`src/design/tcx_pkg.sv`:
```
// ----------------------------------------------------------------------------
// tcx_pkg
// Shared types, constants and microcode store of the execute unit.
// ----------------------------------------------------------------------------
package tcx_pkg;

  localparam int DATA_WIDTH  = 32;
  localparam int PC_WIDTH    = 16;
  localparam int REG_COUNT   = 16;
  localparam int REG_IDX_W   = 4;
  localparam int KIND_W      = 4;
  localparam int OPND_W      = 8;
  localparam int BYTE_ADDR_W = 8;
  localparam int UADDR_W     = 5;

  // Instruction kinds
  localparam logic [KIND_W-1:0] KIND_LD_DIR = 4'd0;
  localparam logic [KIND_W-1:0] KIND_ST_DIR = 4'd1;
  localparam logic [KIND_W-1:0] KIND_ST_IND = 4'd2;
  localparam logic [KIND_W-1:0] KIND_LD_IMM = 4'd3;
  localparam logic [KIND_W-1:0] KIND_ADD    = 4'd4;
  localparam logic [KIND_W-1:0] KIND_SUB    = 4'd5;
  localparam logic [KIND_W-1:0] KIND_JZ     = 4'd6;
  localparam logic [KIND_W-1:0] KIND_MUL    = 4'd7;
  localparam logic [KIND_W-1:0] KIND_MOV    = 4'd8;
  localparam logic [KIND_W-1:0] KIND_LD_IND = 4'd9;

  typedef logic [UADDR_W-1:0] uaddr_t;

  typedef enum logic {
    MADDR_OPND,
    MADDR_REGB
  } maddr_sel_t;

  typedef enum logic [2:0] {
    WB_MEM,
    WB_IMM,
    WB_ADD,
    WB_SUB,
    WB_PROD,
    WB_MOVB
  } wb_sel_t;

  typedef enum logic [1:0] {
    PC_HOLD,
    PC_INC,
    PC_BRANCH
  } pc_sel_t;

  // One microcode control word
  typedef struct packed {
    logic       rf_rd;
    logic       b_lo;
    logic       mem_rd;
    logic       mem_wr;
    maddr_sel_t maddr_sel;
    logic       mul_en;
    logic       rf_wr;
    wb_sel_t    wb_sel;
    pc_sel_t    pc_sel;
    logic       br_zero;
    logic       fin;
    uaddr_t     target;
  } ctl_word_t;

  localparam ctl_word_t CW_NOP = '{
    rf_rd: 1'b0, b_lo: 1'b0, mem_rd: 1'b0, mem_wr: 1'b0, maddr_sel: MADDR_OPND,
    mul_en: 1'b0, rf_wr: 1'b0, wb_sel: WB_MEM, pc_sel: PC_HOLD, br_zero: 1'b0,
    fin: 1'b0, target: '0
  };

  // Microcode addresses
  localparam uaddr_t UA_LDD0 = 5'd0;
  localparam uaddr_t UA_LDD1 = 5'd1;
  localparam uaddr_t UA_STD0 = 5'd2;
  localparam uaddr_t UA_STD1 = 5'd3;
  localparam uaddr_t UA_STI0 = 5'd4;
  localparam uaddr_t UA_STI1 = 5'd5;
  localparam uaddr_t UA_LDI0 = 5'd6;
  localparam uaddr_t UA_ADD0 = 5'd7;
  localparam uaddr_t UA_ADD1 = 5'd8;
  localparam uaddr_t UA_SUB0 = 5'd9;
  localparam uaddr_t UA_SUB1 = 5'd10;
  localparam uaddr_t UA_MUL0 = 5'd11;
  localparam uaddr_t UA_MUL1 = 5'd12;
  localparam uaddr_t UA_MUL2 = 5'd13;
  localparam uaddr_t UA_MOV0 = 5'd14;
  localparam uaddr_t UA_MOV1 = 5'd15;
  localparam uaddr_t UA_LDX0 = 5'd16;
  localparam uaddr_t UA_LDX1 = 5'd17;
  localparam uaddr_t UA_LDX2 = 5'd18;
  localparam uaddr_t UA_JZ0  = 5'd19;
  localparam uaddr_t UA_JZ1  = 5'd20;
  localparam uaddr_t UA_JZ2  = 5'd21;
  localparam uaddr_t UA_JZ3  = 5'd22;
  localparam uaddr_t UA_NOP0 = 5'd23;

  function automatic uaddr_t ucode_entry(input logic [KIND_W-1:0] kind);
    uaddr_t ua;
    unique case (kind)
      KIND_LD_DIR: ua = UA_LDD0;
      KIND_ST_DIR: ua = UA_STD0;
      KIND_ST_IND: ua = UA_STI0;
      KIND_LD_IMM: ua = UA_LDI0;
      KIND_ADD:    ua = UA_ADD0;
      KIND_SUB:    ua = UA_SUB0;
      KIND_JZ:     ua = UA_JZ0;
      KIND_MUL:    ua = UA_MUL0;
      KIND_MOV:    ua = UA_MOV0;
      KIND_LD_IND: ua = UA_LDX0;
      default:     ua = UA_NOP0;
    endcase
    return ua;
  endfunction

  function automatic ctl_word_t ucode_rom(input uaddr_t ua);
    ctl_word_t cw;
    cw = CW_NOP;
    unique case (ua)
      UA_LDD0: begin
        cw.mem_rd = 1'b1;
      end
      UA_LDD1: begin
        cw.rf_wr = 1'b1; cw.wb_sel = WB_MEM; cw.pc_sel = PC_INC; cw.fin = 1'b1;
      end
      UA_STD0: cw.rf_rd = 1'b1;
      UA_STD1: begin
        cw.mem_wr = 1'b1; cw.pc_sel = PC_INC; cw.fin = 1'b1;
      end
      UA_STI0: begin
        cw.rf_rd = 1'b1; cw.b_lo = 1'b1;
      end
      UA_STI1: begin
        cw.mem_wr = 1'b1; cw.maddr_sel = MADDR_REGB; cw.pc_sel = PC_INC; cw.fin = 1'b1;
      end
      UA_LDI0: begin
        cw.rf_wr = 1'b1; cw.wb_sel = WB_IMM; cw.pc_sel = PC_INC; cw.fin = 1'b1;
      end
      UA_ADD0: cw.rf_rd = 1'b1;
      UA_ADD1: begin
        cw.rf_wr = 1'b1; cw.wb_sel = WB_ADD; cw.pc_sel = PC_INC; cw.fin = 1'b1;
      end
      UA_SUB0: cw.rf_rd = 1'b1;
      UA_SUB1: begin
        cw.rf_wr = 1'b1; cw.wb_sel = WB_SUB; cw.pc_sel = PC_INC; cw.fin = 1'b1;
      end
      UA_MUL0: cw.rf_rd = 1'b1;
      UA_MUL1: cw.mul_en = 1'b1;
      UA_MUL2: begin
        cw.rf_wr = 1'b1; cw.wb_sel = WB_PROD; cw.pc_sel = PC_INC; cw.fin = 1'b1;
      end
      UA_MOV0: cw.rf_rd = 1'b1;
      UA_MOV1: begin
        cw.rf_wr = 1'b1; cw.wb_sel = WB_MOVB; cw.pc_sel = PC_INC; cw.fin = 1'b1;
      end
      UA_LDX0: begin
        cw.rf_rd = 1'b1; cw.b_lo = 1'b1;
      end
      UA_LDX1: begin
        cw.mem_rd = 1'b1; cw.maddr_sel = MADDR_REGB;
      end
      UA_LDX2: begin
        cw.rf_wr = 1'b1; cw.wb_sel = WB_MEM; cw.pc_sel = PC_INC; cw.fin = 1'b1;
      end
      UA_JZ0: cw.rf_rd = 1'b1;
      UA_JZ1: begin
        cw.br_zero = 1'b1; cw.target = UA_JZ3;
      end
      UA_JZ2: begin
        cw.pc_sel = PC_INC; cw.fin = 1'b1;
      end
      UA_JZ3: begin
        cw.pc_sel = PC_BRANCH; cw.fin = 1'b1;
      end
      default: begin
        // Unused kinds and unused words: finish with no write, PC held
        cw.fin = 1'b1;
      end
    endcase
    return cw;
  endfunction

endpackage

```
`src/design/tcx_regfile.sv`:
```
// ----------------------------------------------------------------------------
// tcx_regfile
// Register file, two registered read ports, one write port, zero after reset.
// ----------------------------------------------------------------------------
module tcx_regfile
  import tcx_pkg::*;
(
  input  logic                  clk,
  input  logic                  rst_n,
  input  logic                  rd_en,
  input  logic [REG_IDX_W-1:0]  rd_a_idx,
  input  logic [REG_IDX_W-1:0]  rd_b_idx,
  output logic [DATA_WIDTH-1:0] rd_a_data,
  output logic [DATA_WIDTH-1:0] rd_b_data,
  input  logic                  wr_en,
  input  logic [REG_IDX_W-1:0]  wr_idx,
  input  logic [DATA_WIDTH-1:0] wr_data
);

  logic [DATA_WIDTH-1:0] mem [REG_COUNT];
  logic [REG_COUNT-1:0]  vld_r;
  logic [DATA_WIDTH-1:0] a_q_r, b_q_r;
  logic                  a_v_r, b_v_r;

  // Entries never written read as zero
  assign rd_a_data = a_v_r ? a_q_r : '0;
  assign rd_b_data = b_v_r ? b_q_r : '0;

  always_ff @(posedge clk) begin
    if (!rst_n) begin
      vld_r <= '0;
      a_v_r <= 1'b0;
      b_v_r <= 1'b0;
    end else begin
      if (wr_en) begin
        vld_r[wr_idx] <= 1'b1;
      end
      if (rd_en) begin
        a_v_r <= vld_r[rd_a_idx];
        b_v_r <= vld_r[rd_b_idx];
      end
    end
  end

  always_ff @(posedge clk) begin
    if (wr_en) begin
      mem[wr_idx] <= wr_data;
    end
    if (rd_en) begin
      a_q_r <= mem[rd_a_idx];
      b_q_r <= mem[rd_b_idx];
    end
  end

endmodule

```
`config.mk`:
```
export PLATFORM = sky130hd
export DESIGN_NAME = tcx_regfile
export DESIGN_NICKNAME = d
export VERILOG_FILES = /design/src/design/tcx_pkg.sv /design/src/design/tcx_regfile.sv
export SDC_FILE = /design/constraint.sdc
export NUM_CORES = 1
export LEC_CHECK = 0
export BUFFER_PORTS_ARGS = -buffer_cell sky130_fd_sc_hd__buf_2
export CAP_MARGIN = 15
export CELL_PAD_IN_SITES_DETAIL_PLACEMENT = 0
export CELL_PAD_IN_SITES_GLOBAL_PLACEMENT = 1
export CORE_UTILIZATION = 50
export DETAILED_ROUTE_END_ITERATION = 8
export HOLD_SLACK_MARGIN = 0.15
export PLACE_DENSITY_LB_ADDON = 0.1
export SLEW_MARGIN = 20
export SYNTH_ARGS = -nofsm -noshare
export SYNTH_HDL_FRONTEND = slang
export SYNTH_SLANG_ARGS = --single-unit
```
`constraint.sdc`:
```
create_clock -name clk -period 3.9 [get_ports clk]
set_input_delay 0.39 -clock clk [delete_from_list [all_inputs] [get_ports clk]]
set_output_delay 0.39 -clock clk [all_outputs]
set_load 0.02 [all_outputs]
```
==> summary.txt <==
Outcome
  • Status: finished clean

Power and ir drop
  • Leak pwr: 9.73 nW
  • Comb pwr share: 0.068
  • Cell Pwr Density: 477 nW/um^2
  • Peak VDD IR: between 0.3 and 0.4 mV
  • Clock share of power: 0.426
  • Sw Share: 0.213
  • Sw Pwr: slightly above 3 mW
  • Cell Int Power: about 11 mW
  • Seq pwr share: 0.505
  • Total power: between 10 and 15 mW

Place
  • Placed cell count: about 1900
  • Port Buf Inserts: 111
  • Final Wtd Congestion: approximately 0.7
  • Hpwl dp: roughly 32 mm

Yosys
  • Cells after Synth: 1121
  • Synth cell types: 19
  • Cell type with the highest aggregate area in the netlist: edfxtp_1
  • Avg Inst Size Synth: 23.4 sq um
  • Synthesis Warnings: 0
  • Yosys reg bits: 594
  • Primary FF master, synth: edfxtp_1
  • Ys async rst share: 0
  • Mapped cell area: ~26000 sq um
  • Synthesized Nets: ~1200
  • Largest cells by area after synthesis: edfxtp_1, mux4_2, and2_1, dfxtp_1, buf_6
  • Post-synth EDFFs: roughly 580
  • Top cell type's share of synthesized area: 0.659
  • Register area share after synthesis: 0.673

Clocking
  • Post-CTS setup buffer count: 0
  • CTS buffer count: a little over 60
  • CTS Sinks: 594
  • Clock latency on the worst-skew pair: a little over 0.6 ns
  • CTS tree: done
  • Post-CTS Resized: 0
  • Root buffer cell: clkbuf_16
  • Worst-path clk slew: ~0.06 ns
  • H-tree depth: 2
  • Clock buffer depth: 3

Final layout
  • Share of post-route cells with drive strength above 1: 0.444
  • Non-filler cells, final: between 2000 and 2500
  • Final net count: 1327
  • Final Util: 0.584
  • Area grow syn2layout: 14.8%
  • Diodes inserted: 0

GRT
  • Total gr overflow: 0
  • GRT Util Overall: 0.248
  • Initial antenna violation count: 1
  • Largest net degree at the start of global routing: 66
  • First-pass GRT wire length: ~93 mm
  • Vias in the first global route: 13900

Critical path
  • Crit-path cells: and2_1, buf_2
  • Kind of end point of the critical path: output pin
  • Worst reg2reg path depth: 2
  • WP data required: between 3 and 4 ns
  • CP max stage delay: 1.05 ns
  • Kind of critical path: reg -> out
  • Max stage delay cell, worst path: dfxtp_2
  • Worst-path fanout max: 33
  • CP arrival: around 2.2 ns
  • CP Launch Type: flop

Floorplanning
  • Die Wd: around 230 microns
  • Standard-cell row count: 83
  • Die height: approximately 230 microns
  • Core area: 51600 sq um
  • I/O pins: ~110
  • Initial cell density of the core: 0.508
  • Die area: approximately 53000 sq um

Flow run
  • MaxCap Viol Count: 0

Timing
  • Setup violators final: 0
  • Clock skew: 0.0123 ns
  • Slew Limit Headroom: 0.273
  • Setup TNS: 0 ns
  • Final Critical Period: about 2.6 ns
  • Slew @ Worst Pin: 1.09 ns
  • Final Hold Vio Count: 0
  • Slew Viols, Final: 0
  • Fmax: ~390 MHz
  • Final period util: 0.661
  • RSZ-0062 raised after global routing: no

Drt
  • Post-Route WL: between 60 and 70 mm
  • WL/cell: 31.8 microns
  • Drt via density: approximately 6.5
  • Detailed-router iteration count before antenna repair: 5
  • Routed Antenna Nets: 0
  • Residual DRC: 0
  • Initial DRC count: around 1300
  • Vias: about 13000

Hold path
  • Hold-critical path depth: 2
  • Hold crit path type: in -> reg
-- what timing repair did --
action / in CTS / in global routing
hold buffers: 32 / 0
setup endpoints to repair: 0 / 0
hold endpoints to repair: 512 / 0
-- synthesized netlist by cell type (all sizes together) (3+ instances only) --
cell    count
mux2i       4
and2       64
nand3       3
mux4      328
dfxtp      18
buf        47
edfxtp    576
o21a       16
nor2       14
clkbuf     35
nor3        6
-- kinds of logic after synthesis --
logic type,Yosys count,synth area share
DFF,594,0.673
AOI/OAI and AO/OA,18,0.00524
and+or+nand+nor,95,0.0209
buffers and inverters,82,0.0181
muxes,332,0.283
-- final cells by class --
| type | instances | area [sq um] |
|---|---|---|
| repair buffers | 177 | 1280 |
| well taps | 680 | 851 |
| clock inverters | 48 | 548 |
| fillers | 3718 | 21500 |
| multi-input cells | 445 | 8220 |
| clock buffers | 66 | 1570 |
| flip-flops and latches | 594 | 17700 |
-- stage by stage --
| stage | hold WS [ns] | setup slack (ns) | area, sq um |
|---|---|---|---|
| final | 0.190 | 1.32 | 30100 |
| after global routing | 0.183 | 1.24 | 30100 |
| after CTS | 0.155 | 1.22 | 30100 |
| after detailed placement | 0.474 | 1.29 | 27700 |
| after global placement | 0.466 | 1.32 | 27700 |
| after floorplan | 0.452 | 0.277 | 26200 |
-- worst max-delay path: cells and delay by family, from the launching register on --
| family | cells | cell delay, ns |
|---|---|---|
| buffers and inverters | 1 | 0.19 |
| DFF | 1 | 1.05 |
| and+or+nand+nor | 1 | 0.32 |
-- power by group through the flow --
| stage | clock, mW | combinational (mW) | sequential, mW |
|---|---|---|---|
| after floorplan | 0 | 0.660 | 7.37 |
| after global placement | 0 | 0.964 | 7.39 |
| after detailed placement | 0 | 0.975 | 7.40 |
| after CTS | 6.24 | 1.00 | 7.27 |
| after global routing | 6.45 | 1.05 | 7.28 |
| final | 6.13 | 0.985 | 7.27 |
-- placed cells by master, fill, tap and decap left out, types with 2 or more instances in the layout --
cell,instances
edfxtp_1,576
mux4_2,328
buf_2,104
and2_1,64
clkbuf_16,62
dlygate4sd3_1,32
buf_4,28
o21a_1,16
dfxtp_1,16
clkinv_2,13
nor2_4,12
clkinv_1,11
bufinv_16,11
buf_12,9
clkinvlp_4,8
nor3_2,4
mux2i_1,4
clkbuf_1,4
nand3_1,3
nand3b_1,2
nand2_1,2
nand2b_1,2
nor2_1,2
nor3_1,2
a211o_1,2
dfxtp_2,2
inv_6,2
clkinv_4,2
buf_6,2
-- layer usage --
metal / routed length, microns / global-route usage / up-vias
li1: - / - / 5290
met1: 26600 / 0.351 / 7170
met2: 31800 / 0.407 / 470
met3: 3840 / 0.0328 / 109
met4: 1630 / 0.0757 / 0
met5: 0 / 0 / -
-- state kept, by name, indices dropped and copies added, names as in the netlist --
| register | flops |
|---|---|
| mem | 512 |
| a_q_r | 32 |
| b_q_r | 32 |
| vld_r | 16 |
| a_v_r | 1 |
| b_v_r | 1 |
-- final timing paths --
kind / slack (ns) / to / start
setup / recovery: 1.32 / rd_b_data[13] / b_v_r$_SDFFE_PN0P_
hold reg to reg: 0.49 / vld_r[8]$_SDFFE_PN0P_ / vld_r[8]$_SDFFE_PN0P_
hold / removal: 0.19 / vld_r[6]$_SDFFE_PN0P_ / rst_n
setup reg to reg: 2.22 / b_q_r[6]$_DFFE_PP_ / mem[11][6]$_DFFE_PP_
No activity file was read; power rests on OpenSTA's default activity.
