--- src/design/tcx_pkg.sv ---
// ----------------------------------------------------------------------------
// tcx_pkg
// Shared types, constants and microcode store of the execute unit.
// ----------------------------------------------------------------------------
package tcx_pkg;

  localparam int DATA_WIDTH  = 32;
  localparam int PC_WIDTH    = 16;
  localparam int REG_COUNT   = 16;
  localparam int REG_IDX_W   = 4;
  localparam int KIND_W      = 4;
  localparam int OPND_W      = 8;
  localparam int BYTE_ADDR_W = 8;
  localparam int UADDR_W     = 5;

  // Instruction kinds
  localparam logic [KIND_W-1:0] KIND_LD_DIR = 4'd0;
  localparam logic [KIND_W-1:0] KIND_ST_DIR = 4'd1;
  localparam logic [KIND_W-1:0] KIND_ST_IND = 4'd2;
  localparam logic [KIND_W-1:0] KIND_LD_IMM = 4'd3;
  localparam logic [KIND_W-1:0] KIND_ADD    = 4'd4;
  localparam logic [KIND_W-1:0] KIND_SUB    = 4'd5;
  localparam logic [KIND_W-1:0] KIND_JZ     = 4'd6;
  localparam logic [KIND_W-1:0] KIND_MUL    = 4'd7;
  localparam logic [KIND_W-1:0] KIND_MOV    = 4'd8;
  localparam logic [KIND_W-1:0] KIND_LD_IND = 4'd9;

  typedef logic [UADDR_W-1:0] uaddr_t;

  typedef enum logic {
    MADDR_OPND,
    MADDR_REGB
  } maddr_sel_t;

  typedef enum logic [2:0] {
    WB_MEM,
    WB_IMM,
    WB_ADD,
    WB_SUB,
    WB_PROD,
    WB_MOVB
  } wb_sel_t;

  typedef enum logic [1:0] {
    PC_HOLD,
    PC_INC,
    PC_BRANCH
  } pc_sel_t;

  // One microcode control word
  typedef struct packed {
    logic       rf_rd;
    logic       b_lo;
    logic       mem_rd;
    logic       mem_wr;
    maddr_sel_t maddr_sel;
    logic       mul_en;
    logic       rf_wr;
    wb_sel_t    wb_sel;
    pc_sel_t    pc_sel;
    logic       br_zero;
    logic       fin;
    uaddr_t     target;
  } ctl_word_t;

  localparam ctl_word_t CW_NOP = '{
    rf_rd: 1'b0, b_lo: 1'b0, mem_rd: 1'b0, mem_wr: 1'b0, maddr_sel: MADDR_OPND,
    mul_en: 1'b0, rf_wr: 1'b0, wb_sel: WB_MEM, pc_sel: PC_HOLD, br_zero: 1'b0,
    fin: 1'b0, target: '0
  };

  // Microcode addresses
  localparam uaddr_t UA_LDD0 = 5'd0;
  localparam uaddr_t UA_LDD1 = 5'd1;
  localparam uaddr_t UA_STD0 = 5'd2;
  localparam uaddr_t UA_STD1 = 5'd3;
  localparam uaddr_t UA_STI0 = 5'd4;
  localparam uaddr_t UA_STI1 = 5'd5;
  localparam uaddr_t UA_LDI0 = 5'd6;
  localparam uaddr_t UA_ADD0 = 5'd7;
  localparam uaddr_t UA_ADD1 = 5'd8;
  localparam uaddr_t UA_SUB0 = 5'd9;
  localparam uaddr_t UA_SUB1 = 5'd10;
  localparam uaddr_t UA_MUL0 = 5'd11;
  localparam uaddr_t UA_MUL1 = 5'd12;
  localparam uaddr_t UA_MUL2 = 5'd13;
  localparam uaddr_t UA_MOV0 = 5'd14;
  localparam uaddr_t UA_MOV1 = 5'd15;
  localparam uaddr_t UA_LDX0 = 5'd16;
  localparam uaddr_t UA_LDX1 = 5'd17;
  localparam uaddr_t UA_LDX2 = 5'd18;
  localparam uaddr_t UA_JZ0  = 5'd19;
  localparam uaddr_t UA_JZ1  = 5'd20;
  localparam uaddr_t UA_JZ2  = 5'd21;
  localparam uaddr_t UA_JZ3  = 5'd22;
  localparam uaddr_t UA_NOP0 = 5'd23;

  function automatic uaddr_t ucode_entry(input logic [KIND_W-1:0] kind);
    uaddr_t ua;
    unique case (kind)
      KIND_LD_DIR: ua = UA_LDD0;
      KIND_ST_DIR: ua = UA_STD0;
      KIND_ST_IND: ua = UA_STI0;
      KIND_LD_IMM: ua = UA_LDI0;
      KIND_ADD:    ua = UA_ADD0;
      KIND_SUB:    ua = UA_SUB0;
      KIND_JZ:     ua = UA_JZ0;
      KIND_MUL:    ua = UA_MUL0;
      KIND_MOV:    ua = UA_MOV0;
      KIND_LD_IND: ua = UA_LDX0;
      default:     ua = UA_NOP0;
    endcase
    return ua;
  endfunction

  function automatic ctl_word_t ucode_rom(input uaddr_t ua);
    ctl_word_t cw;
    cw = CW_NOP;
    unique case (ua)
      UA_LDD0: begin
        cw.mem_rd = 1'b1;
      end
      UA_LDD1: begin
        cw.rf_wr = 1'b1; cw.wb_sel = WB_MEM; cw.pc_sel = PC_INC; cw.fin = 1'b1;
      end
      UA_STD0: cw.rf_rd = 1'b1;
      UA_STD1: begin
        cw.mem_wr = 1'b1; cw.pc_sel = PC_INC; cw.fin = 1'b1;
      end
      UA_STI0: begin
        cw.rf_rd = 1'b1; cw.b_lo = 1'b1;
      end
      UA_STI1: begin
        cw.mem_wr = 1'b1; cw.maddr_sel = MADDR_REGB; cw.pc_sel = PC_INC; cw.fin = 1'b1;
      end
      UA_LDI0: begin
        cw.rf_wr = 1'b1; cw.wb_sel = WB_IMM; cw.pc_sel = PC_INC; cw.fin = 1'b1;
      end
      UA_ADD0: cw.rf_rd = 1'b1;
      UA_ADD1: begin
        cw.rf_wr = 1'b1; cw.wb_sel = WB_ADD; cw.pc_sel = PC_INC; cw.fin = 1'b1;
      end
      UA_SUB0: cw.rf_rd = 1'b1;
      UA_SUB1: begin
        cw.rf_wr = 1'b1; cw.wb_sel = WB_SUB; cw.pc_sel = PC_INC; cw.fin = 1'b1;
      end
      UA_MUL0: cw.rf_rd = 1'b1;
      UA_MUL1: cw.mul_en = 1'b1;
      UA_MUL2: begin
        cw.rf_wr = 1'b1; cw.wb_sel = WB_PROD; cw.pc_sel = PC_INC; cw.fin = 1'b1;
      end
      UA_MOV0: cw.rf_rd = 1'b1;
      UA_MOV1: begin
        cw.rf_wr = 1'b1; cw.wb_sel = WB_MOVB; cw.pc_sel = PC_INC; cw.fin = 1'b1;
      end
      UA_LDX0: begin
        cw.rf_rd = 1'b1; cw.b_lo = 1'b1;
      end
      UA_LDX1: begin
        cw.mem_rd = 1'b1; cw.maddr_sel = MADDR_REGB;
      end
      UA_LDX2: begin
        cw.rf_wr = 1'b1; cw.wb_sel = WB_MEM; cw.pc_sel = PC_INC; cw.fin = 1'b1;
      end
      UA_JZ0: cw.rf_rd = 1'b1;
      UA_JZ1: begin
        cw.br_zero = 1'b1; cw.target = UA_JZ3;
      end
      UA_JZ2: begin
        cw.pc_sel = PC_INC; cw.fin = 1'b1;
      end
      UA_JZ3: begin
        cw.pc_sel = PC_BRANCH; cw.fin = 1'b1;
      end
      default: begin
        // Unused kinds and unused words: finish with no write, PC held
        cw.fin = 1'b1;
      end
    endcase
    return cw;
  endfunction

endpackage

--- src/design/tcx_ucode_seq.sv ---
// ----------------------------------------------------------------------------
// tcx_ucode_seq
// Microcode step counter: dispatches on the kind, steps, branches on zero.
// ----------------------------------------------------------------------------
module tcx_ucode_seq
  import tcx_pkg::*;
(
  input  logic              clk,
  input  logic              rst_n,
  input  logic              start_xfer,
  input  logic [KIND_W-1:0] kind,
  input  logic              a_zero,
  output ctl_word_t         cw,
  output logic              busy
);

  uaddr_t uaddr_r, uaddr_nxt;
  logic   active_r, active_nxt;

  assign cw   = active_r ? ucode_rom(uaddr_r) : CW_NOP;
  assign busy = active_r && !cw.fin;

  always_comb begin
    uaddr_nxt  = uaddr_r;
    active_nxt = active_r;
    if (start_xfer) begin
      uaddr_nxt  = ucode_entry(kind);
      active_nxt = 1'b1;
    end else if (active_r) begin
      if (cw.fin) begin
        active_nxt = 1'b0;
      end else if (cw.br_zero && a_zero) begin
        uaddr_nxt = cw.target;
      end else begin
        uaddr_nxt = uaddr_r + UADDR_W'(1);
      end
    end
  end

  always_ff @(posedge clk) begin
    if (!rst_n) begin
      uaddr_r  <= '0;
      active_r <= 1'b0;
    end else begin
      uaddr_r  <= uaddr_nxt;
      active_r <= active_nxt;
    end
  end

endmodule

--- config.mk ---
export PLATFORM = sky130hd
export DESIGN_NAME = tcx_ucode_seq
export DESIGN_NICKNAME = d
export VERILOG_FILES = /design/src/design/tcx_pkg.sv /design/src/design/tcx_ucode_seq.sv
export SDC_FILE = /design/constraint.sdc
export NUM_CORES = 1
export LEC_CHECK = 0
export ABC_CLOCK_PERIOD_IN_PS = 1800
export BUFFER_PORTS_ARGS = -buffer_cell sky130_fd_sc_hd__buf_2
export CAP_MARGIN = 20
export CORE_MARGIN = 10
export CORE_UTILIZATION = 35
export CTS_CLUSTER_DIAMETER = 60
export CTS_CLUSTER_SIZE = 30
export DETAILED_ROUTE_END_ITERATION = 12
export PLACE_DENSITY = 0.72
export REMOVE_ABC_BUFFERS = 1
export SYNTH_ARGS = -nofsm -noshare
export SYNTH_HDL_FRONTEND = slang
export SYNTH_SLANG_ARGS = --single-unit
--- constraint.sdc ---
create_clock -name clk -period 1.8 [get_ports clk]
set_input_delay 0.36 -clock clk [delete_from_list [all_inputs] [get_ports clk]]
set_output_delay 0.36 -clock clk [all_outputs]
set_load 0.01 [all_outputs]
==> flow_summary.yaml, run 1 <==
route:
  ant_nets: 0
  vias: 1240
  drcViolationCount: 0
  wl_per_cell_um: 17.94
  detail_route.first_pass.iterations: 5
  drtIter0Drc: 54
  vias_per_cell: 5.767
  drt-total-wl_um: 3857
synth:
  syn_area_per_cell_sq_um: 7.071
  syn_area_sq_um: 933.4
  ys_top_cells_by_area: "dfxtp_1 (13%), ha_1 (6.7%), nand2_1 (5.6%), inv_1 (5.2%), a21oi_1 (4.8%)"
  synth_warnings: 0
  ys_ff_latch: 6
  synth_ff_type: "dfxtp_1"
  async_flop_share: 0
  synth_top_area_frac: 0.1287
  syn-instance-count: 132
  ys_seq_area_frac: 0.1287
  synth_edf_count: 0
  synth_top_area_cell: "dfxtp_1"
  synth_cell_types: 44
global_routing:
  grt_max_degree: 13
  track_usage: 0.1363
  grt_pass1_vias: 1232
  grt_overflow_total: 0
  grt_first_pass_wirelength_um: 5837
  antenna_found_initial: 0
place:
  dp_hpwl_um: 2247
  port-buffer-count: 25
  dp_cells: 199
  gp_congestion: 0.8951
floorplanning:
  rows: 18
  die_h_um: 71.64
  dieArea_sq_um: 5132
  core_sq_um: 2522
  boundaryPins: 28
  die-width_um: 71.64
  initial_utilization: 0.3700
power:
  power.density_nw_per_um2: 581.1
  p_total_uw: 960.4
  peakVddDrop_v: 0.0006870
  leakage_uw: 0.0007359
clock_network:
  numCtsBuffers: 3
  clkSlewWorstSetupHoldPaths_ns: 0.05
  htree_levels: 1
  ctsHoldBuffers: 0
  clock_path_buffers: 2
  cts_tree: "yes"
  root_buffer: "clkbuf_4"
  cts.sinks: 6
  insertion_delay_ns: 0.25
job:
  maxCapViolations: 0
hold_path:
  hold_depth: 3
  hold_path.class: "input pin to register"
critical_path:
  worstPathCellList: "inv_6 > ha_4 > o21bai_4 > buf_6 > o32ai_4 > nor4_4 > and2_1 > buf_2"
  path_class: "register to output port"
  path_max_fanout: 4
  required_ns: 1.44
  slowest_delay_ns: 0.41
  worstPathArrival_ns: 1.82
  reg2regPathDepth: 10
  crit_path_end_kind: "output port"
  crit_path_start_kind: "register"
  cp_slowest_cell: "dfxtp_4"
sta:
  fin_crit_ns: 2.184
  final-setup-viol-count: 20
  final_hold_viol_count: 0
  slew_viol_final: 0
  rsz0062_at_grt: "yes"
  clock_skew_ns: 0.01263
  finalSetupTns_ns: -3.346
  period_share: 1.213
  layout_setup_ws_ns: -0.3836
  max_freq_ghz: 0.4580
finish:
  final_cell_mix: "buf_4 (25), buf_2 (21), buf_6 (15)"
  num_antenna_cells: 0
  num-nets-final: 200
  final_common_cell: "buf_4"
  syn_to_final_growth_pct: 77.08
  drive_gt1_frac: 0.5676
  final_cells: 215
run_status:
  status: "complete, but fails checks"
  failed_checks: "negative setup slack"
path summary, 6_finish.rpt:
| path | from | to | slack [ns] |
|---|---|---|---|
| max | uaddr_r[0] | cw[5] | -0.38 |
| min | rst_n | uaddr_r[4] | 0.44 |
| max reg2reg | uaddr_r[0] | uaddr_r[4] | -0.22 |
| min reg2reg | uaddr_r[3] | uaddr_r[3] | 0.62 |
repair_timing:
item / 4_1_cts / 5_1_grt
pin swaps: 20 / 11
gates resized for setup: 58 / 20
setup buffers: 11 / 3
setup endpoints to repair: 23 / 24
logic make-up after synthesis:
| group | count (synthesis) | synth area share |
|---|---|---|
| simple gates | 48 | 0.2681 |
| mux | 4 | 0.04290 |
| xor+xnor | 2 | 0.01877 |
| flops | 6 | 0.1287 |
| fa+ha+maj | 5 | 0.06702 |
| buf+inv | 26 | 0.1381 |
| other cells | 1 | 0.004018 |
| compound gates | 40 | 0.3325 |
sequential cells by signal, summed over array words and instances, names as in the netlist:
signal,flops
uaddr_r,5
active_r,1
layout make-up:
cell class                 count  area (sq um)
multi-input combinational    101         933.4
fill                         184         869.6
timing repair buffer          61         461.7
sequential                     6         135.1
inverter                      14         62.56
tap                           30         37.54
clock buffer                   3         22.52
stage by stage:
stage          setup slack [ns]    util  instance area [sq um]  hold WS, ns
4_1_cts                 -0.3180  0.6066                   1530       0.4112
6_report                -0.3836  0.6553                   1653       0.4449
2_1_floorplan           -0.3499       -                  860.8       0.4839
3_5_place_dp            -0.2666  0.4742                   1196       0.6318
3_3_place_gp            -0.1687  0.4742                   1196       0.6117
5_1_grt                 -0.4137  0.6553                   1653       0.4655
worst max-delay path: cells and delay by family (launching register included):
family | cells | cell delay (ns)
buffers and inverters | 3 | 0.32
flip-flops | 1 | 0.41
AND/OR/NAND/NOR | 2 | 0.41
adder cells (fa/ha/maj) | 1 | 0.17
AO/OA/AOI/OAI | 2 | 0.25
power by group:
part	leakage, uW	switching, uW	total [uW]	internal, uW
clock network	0.0000138	51.5	127	75.6
logic	0.000670	324	654	330
registers	0.0000523	30.6	179	149
total	0.000736	406	960	555
layer usage:
metal | vias to the layer above | share of wire | track usage
met5 | - | 0 | 0
met4 | 0 | 0.033 | 0.05376
met3 | 12 | 0.076 | 0.04270
met2 | 71 | 0.53 | 0.2627
met1 | 582 | 0.36 | 0.1292
li1 | 575 | - | -
synthesized netlist by cell type, types with 2 or more instances:
cell,number
nand3_1,2
a21oi_1,9
and2_1,2
nor3_1,5
a31oi_1,5
nand2_1,14
buf_4,6
xor2_1,2
and3_1,4
o32ai_1,2
nor2b_1,3
clkbuf_1,3
nor2_1,8
o21ai_0,6
dfxtp_1,6
mux2i_1,4
o221ai_1,2
nand2b_1,4
inv_1,13
and4_1,2
o21bai_1,3
ha_1,5
Power figures use the tool's default switching activity.
==> inputs of run 2 (changes only) <==
--- a/config.mk
+++ b/config.mk
@@ -8,12 +8,14 @@
 export ABC_CLOCK_PERIOD_IN_PS = 1800
 export BUFFER_PORTS_ARGS = -buffer_cell sky130_fd_sc_hd__buf_2
 export CAP_MARGIN = 20
+export CELL_PAD_IN_SITES_DETAIL_PLACEMENT = 1
+export CELL_PAD_IN_SITES_GLOBAL_PLACEMENT = 2
 export CORE_MARGIN = 10
-export CORE_UTILIZATION = 35
-export CTS_CLUSTER_DIAMETER = 60
+export CORE_UTILIZATION = 25
+export CTS_CLUSTER_DIAMETER = 80
 export CTS_CLUSTER_SIZE = 30
 export DETAILED_ROUTE_END_ITERATION = 12
-export PLACE_DENSITY = 0.72
+export PLACE_DENSITY = 0.88
 export REMOVE_ABC_BUFFERS = 1
 export SYNTH_ARGS = -nofsm -noshare
 export SYNTH_HDL_FRONTEND = slang
==> run 2 against run 1 <==
Critical path type unchanged. Clock power increased by 65%. Maximum frequency is 3.9% higher. Via count shrank 5.6%. Hold slack got worse by 0.0038 ns. Largest power group unchanged. The flow still finishes with violations (negative setup slack). Largest cell class unchanged. Critical path depth grew 1. Clock skew decreased by 0.012 ns. Total power grew 7.2%.
==> flow_summary.yaml, run 2 (synthesized netlist as in run 1, its figures left out) <==
run_status:
  status: "complete, but fails checks"
  failed_checks: "negative setup slack"
power:
  peakVddDrop_v: 0.0002656
  intPower_uw: 614.5
  power.density_nw_per_um2: 608.7
  power_frac_clock: 0.202
  swShare: 0.4033
  combPwrFrac: 0.623
  seqPwrFrac: 0.175
  p_sw_uw: 415.3
  leakage_uw: 0.0007663
route:
  wl_per_cell_um: 17.82
  vias: 1171
  top_layer: "met4"
  drtIter0Drc: 43
  detail_route.first_pass.iterations: 4
  drcViolationCount: 0
  wl_met3_um: 189
  vias_per_cell: 5.004
  wl_met2_um: 2273
  m1WireLength_um: 1617
  drt-total-wl_um: 4169
  ant_nets: 0
critical_path:
  path_common_cell: "inv_4"
  reg2reg_from: "uaddr_r[1]"
  crit_path_end_kind: "output port"
  cp.buffers_inverters: 4
  cp_slowest_cell: "dfxtp_4"
  rr_endpoint: "uaddr_r[4]"
  crit_end: "cw[10]"
  slowest_delay_ns: 0.37
  r2r_setup_slack_ns: -0.15
  setup.worst_path.start: "uaddr_r[1]"
  path_class: "register to output port"
  worstPathArrival_ns: 1.74
  crit_family: "buffers and inverters"
  crit_path_start_kind: "register"
  path_max_fanout: 4
  reg2regPathDepth: 9
  required_ns: 1.44
  worstPathCellList: "inv_4 > ha_4 > buf_6 > inv_4 > a31oi_4 > nand2_2 > a21o_1 > nor3_2 > buf_2"
  path_depth: 9
sta:
  slew_viol_final: 0
  rsz0062_at_grt: "yes"
  max_freq_ghz: 0.4757
  period_share: 1.168
  fin_crit_ns: 2.102
  hold_slack_ns: 0.4412
  final_hold_viol_count: 0
  finalSetupTns_ns: -2.796
  layout_setup_ws_ns: -0.3021
  clock_skew_ns: 0.0004189
  final-setup-viol-count: 21
finish:
  largest_reg_flops: 5
  drive_gt1_frac: 0.5806
  n_fill_cell: 447
  num-nets-final: 201
  num_antenna_cells: 0
  final_cells: 234
  largestRegisters: "uaddr_r: 5 flops, active_r: 1 flops"
  regMostFlops: "uaddr_r"
  syn_to_final_growth_pct: 81.23
  final_cell_area_sq_um: 1692
  final_cell_mix: "buf_4 (27), buf_2 (20), buf_6 (15)"
  final_common_cell: "buf_4"
floorplanning:
  rows: 22
  initial_utilization: 0.2569
  core_sq_um: 3633
  die-width_um: 81.11
  die_h_um: 81.11
  boundaryPins: 28
  dieArea_sq_um: 6578
global_routing:
  track_usage: 0.1233
  antenna_found_initial: 0
  grt_first_pass_wirelength_um: 6465
  grt_overflow_total: 0
  grt_pass1_vias: 1263
  grt_max_degree: 15
clock_network:
  cts.sinks: 6
  clock_path_buffers: 2
  clkSlewWorstSetupHoldPaths_ns: 0.04
  htree_levels: 1
  root_buffer: "clkbuf_8"
  insertion_delay_ns: 0.22
  cts_tree: "yes"
  ctsHoldBuffers: 0
  numCtsBuffers: 3
job:
  maxCapViolations: 0
hold_path:
  hold_depth: 3
  hold_path.class: "input pin to register"
  min-delay-start: "rst_n"
place:
  dp_cells: 219
  port-buffer-count: 25
  dp_hpwl_um: 2847
  gp_congestion: 0.8521
  pre_cts_ws_ns: -0.3993
  placed_cell_area_sq_um: 1234
-- run 2: cell type report --
type	count	area [sq um]	area share
Sequential cell	6	132.6	0.07840
Clock buffer	3	41.29	0.02441
Tap cell	48	60.06	0.03550
Inverter	14	60.06	0.03550
Multi-Input combinational cell	101	925.9	0.5473
Timing Repair Buffer	62	471.7	0.2788
-- run 2: power groups by stage --
| stage | Sequential [uW] | Clock [uW] | Combinational, uW |
|---|---|---|---|
| global placement | 166 | 0 | 396 |
| global route | 182 | 215 | 689 |
| detailed placement | 168 | 0 | 418 |
| CTS | 177 | 209 | 566 |
| floorplan | 181 | 0 | 210 |
| finish | 180 | 209 | 641 |
-- run 2: repair_timing --
item	in CTS	in global routing
pin swaps	23	13
setup endpoints to repair	23	23
buffers inserted	8	7
gates resized for setup	56	21
-- run 2: worst min path at each step --
stage | to | slack (ns)
finish | uaddr_r[1] | 0.44
CTS | uaddr_r[1] | 0.44
global placement | uaddr_r[1] | 0.62
floorplan | uaddr_r[1] | 0.48
global route | uaddr_r[1] | 0.48
detailed placement | uaddr_r[1] | 0.63
-- run 2: layer usage --
layer | global-route usage | vias up
li1 | - | 575
met4 | 0.05017 | 0
met2 | 0.2381 | 25
met3 | 0.02428 | 6
met1 | 0.1256 | 565
met5 | 0 | -
-- run 2: through the flow --
stage | util | power [uW]
floorplan | - | 390.6
detailed placement | 0.3395 | 586.3
global placement | 0.3395 | 561.9
CTS | 0.4294 | 952.7
finish | 0.4656 | 1030
global route | 0.4656 | 1086
-- run 2: worst register-to-register path: stages (launching register included) --
cell and delay (ns):
dfxtp_4 0.40, inv_4 0.06, ha_4 0.17, o21bai_4 0.16
buf_6 0.13, o32ai_4 0.09, o41ai_4 0.26, buf_4 0.19
and2_4 0.19, mux2i_1 0.21
==> inputs of run 3 (changes only) <==
--- a/config.mk
+++ b/config.mk
@@ -15,7 +15,7 @@
 export CTS_CLUSTER_DIAMETER = 80
 export CTS_CLUSTER_SIZE = 30
 export DETAILED_ROUTE_END_ITERATION = 12
-export PLACE_DENSITY = 0.88
+export PLACE_DENSITY_LB_ADDON = 0.3
 export REMOVE_ABC_BUFFERS = 1
 export SYNTH_ARGS = -nofsm -noshare
 export SYNTH_HDL_FRONTEND = slang
==> run 3 against run 2 <==
The run still ends with negative setup slack left. Routed wire length shrank 10%. Hold slack gained 0.0075 ns. Critical path depth shrank 2. Flip-flop and latch count is the same. Sequential share of layout area grew 0.62 points. Highest routed layer unchanged. Largest power group unchanged. Non-clock buffer count shrank 5. First-iteration DRC count grew 12%. Via count shrank 3.9%. Setup slack gained 0.021 ns. Sequential power grew 3%. Utilization shrank 2.6 points. Maximum frequency grew 1.0%.
==> flow_summary.yaml, run 3 (synthesized netlist as in run 1, its figures left out) <==
run_status:
  status: "complete, but fails checks"
  failed_checks: "negative setup slack"
clock_network:
  ctsHoldBuffers: 0
  root_buffer: "clkbuf_8"
  cts_tree: "yes"
  numCtsBuffers: 3
  htree_levels: 1
  clock_path_buffers: 2
  cts.sinks: 6
  clkSlewWorstSetupHoldPaths_ns: 0.04
  insertion_delay_ns: 0.22
critical_path:
  crit_path_start_kind: "register"
  worstPathArrival_ns: 1.72
  required_ns: 1.44
  path_class: "register to output port"
  path_max_fanout: 4
  crit_path_end_kind: "output port"
finish:
  syn_to_final_growth_pct: 71.05
  multi_input_area_sq_um: 883.3
  regArea_sq_um: 135.1
  n_fill_cell: 464
  final_common_cell: "buf_4"
  drive_gt1_frac: 0.5414
  final_cell_mix: "buf_4 (26), buf_2 (20), nand2_1 (13)"
  largest_reg_flops: 5
  largestRegisters: "uaddr_r: 5 flops, active_r: 1 flops"
  num-nets-final: 196
  final_cell_area_sq_um: 1597
  num_antenna_cells: 0
  regMostFlops: "uaddr_r"
floorplanning:
  die-width_um: 81.11
  die_h_um: 81.11
  core_sq_um: 3633
  dieArea_sq_um: 6578
  boundaryPins: 28
  initial_utilization: 0.2569
  rows: 22
sta:
  fin_crit_ns: 2.081
  finalSetupTns_ns: -2.441
  clock_skew_ns: 0.001058
  slew_viol_final: 0
  final_hold_viol_count: 0
  final-setup-viol-count: 14
  period_share: 1.156
  max_freq_ghz: 0.4805
  rsz0062_at_grt: "yes"
  layout_setup_ws_ns: -0.2811
route:
  drt-total-wl_um: 3742
  wl_per_cell_um: 16.34
  detail_route.first_pass.iterations: 3
  drcViolationCount: 0
  vias_per_cell: 4.913
  drtIter0Drc: 48
  vias: 1125
  ant_nets: 0
global_routing:
  grt_max_degree: 13
  grt_first_pass_wirelength_um: 5899
  track_usage: 0.1118
  grt_pass1_vias: 1188
  grt_overflow_total: 0
  antenna_found_initial: 0
job:
  maxCapViolations: 0
place:
  pre_cts_ws_ns: -0.3538
  placed_cell_area_sq_um: 1249
  gp_congestion: 0.8121
  port-buffer-count: 25
  dp_hpwl_um: 2764
power:
  peakVddDrop_v: 0.0003887
  leakage_uw: 0.0007073
  power.density_nw_per_um2: 590.5
hold_path:
  hold_path.class: "input pin to register"
## run 3: cell types whose count changed in the layout (fill, tap and decap cells not counted), moves of 2 or more
| cell | delta |
|---|---|
| nand2_2 | -2 |
| dfxtp_2 | +2 |
| buf_6 | -4 |
| nand2_1 | +4 |
| o21ai_2 | -2 |
| dfxtp_1 | -2 |
| nand2_4 | -2 |
## run 3: final timing paths
| path | startpoint | to | slack, ns | depth (start not counted) |
|---|---|---|---|---|
| hold / removal | rst_n | uaddr_r[1] | 0.45 | 3 |
| setup reg to reg | uaddr_r[1] | uaddr_r[4] | -0.14 | 8 |
| hold reg to reg | uaddr_r[1] | uaddr_r[1] | 0.67 | 3 |
| setup / recovery | uaddr_r[1] | cw[5] | -0.28 | 7 |
## run 3: final cells by class
type | instances | area share
multi-input cells | 101 | 0.5533
repair buffers | 57 | 0.2625
flip-flops and latches | 6 | 0.08464
well taps | 48 | 0.03762
inverters | 14 | 0.03605
clock buffers | 3 | 0.02586
## run 3: critical path, cell delays in order, from the launching register on
cell	delay, ns
dfxtp_4	0.39
inv_4	0.06
ha_4	0.18
nor3b_2	0.22
o32ai_4	0.14
nor4_4	0.21
and2_1	0.16
buf_2	0.12
## run 3: stage by stage
stage	power [uW]	hold slack, ns	cells	util
finish	942.7	0.4487	229	0.4394
global route	1007	0.4717	229	0.4394
CTS	901.0	0.4481	226	0.4149
detailed placement	577.2	0.6461	221	0.3437
global placement	567.9	0.6170	221	0.3437
floorplan	390.6	0.4839	121	-
## run 3: where the power goes
group	leakage (uW)	switching [uW]	internal, uW
combinational	0.000633	284	275
sequential	0.0000525	34.0	151
clock	0.0000216	55.6	143
## run 3: layer usage
| layer | part of all wire | global-route usage | routed length (um) |
|---|---|---|---|
| met5 | 0 | 0 | 0 |
| met3 | 0.047 | 0.02208 | 176 |
| met2 | 0.54 | 0.2150 | 2032 |
| met1 | 0.40 | 0.1237 | 1506 |
| met4 | 0.0069 | 0.02076 | 26 |
## run 3: what timing repair did
action / in CTS / in global routing
hold endpoints to repair: 0 / 0
setup endpoints to repair: 21 / 19
gates resized for setup: 49 / 15
buffers inserted: 2 / 3
pin swaps: 18 / 7
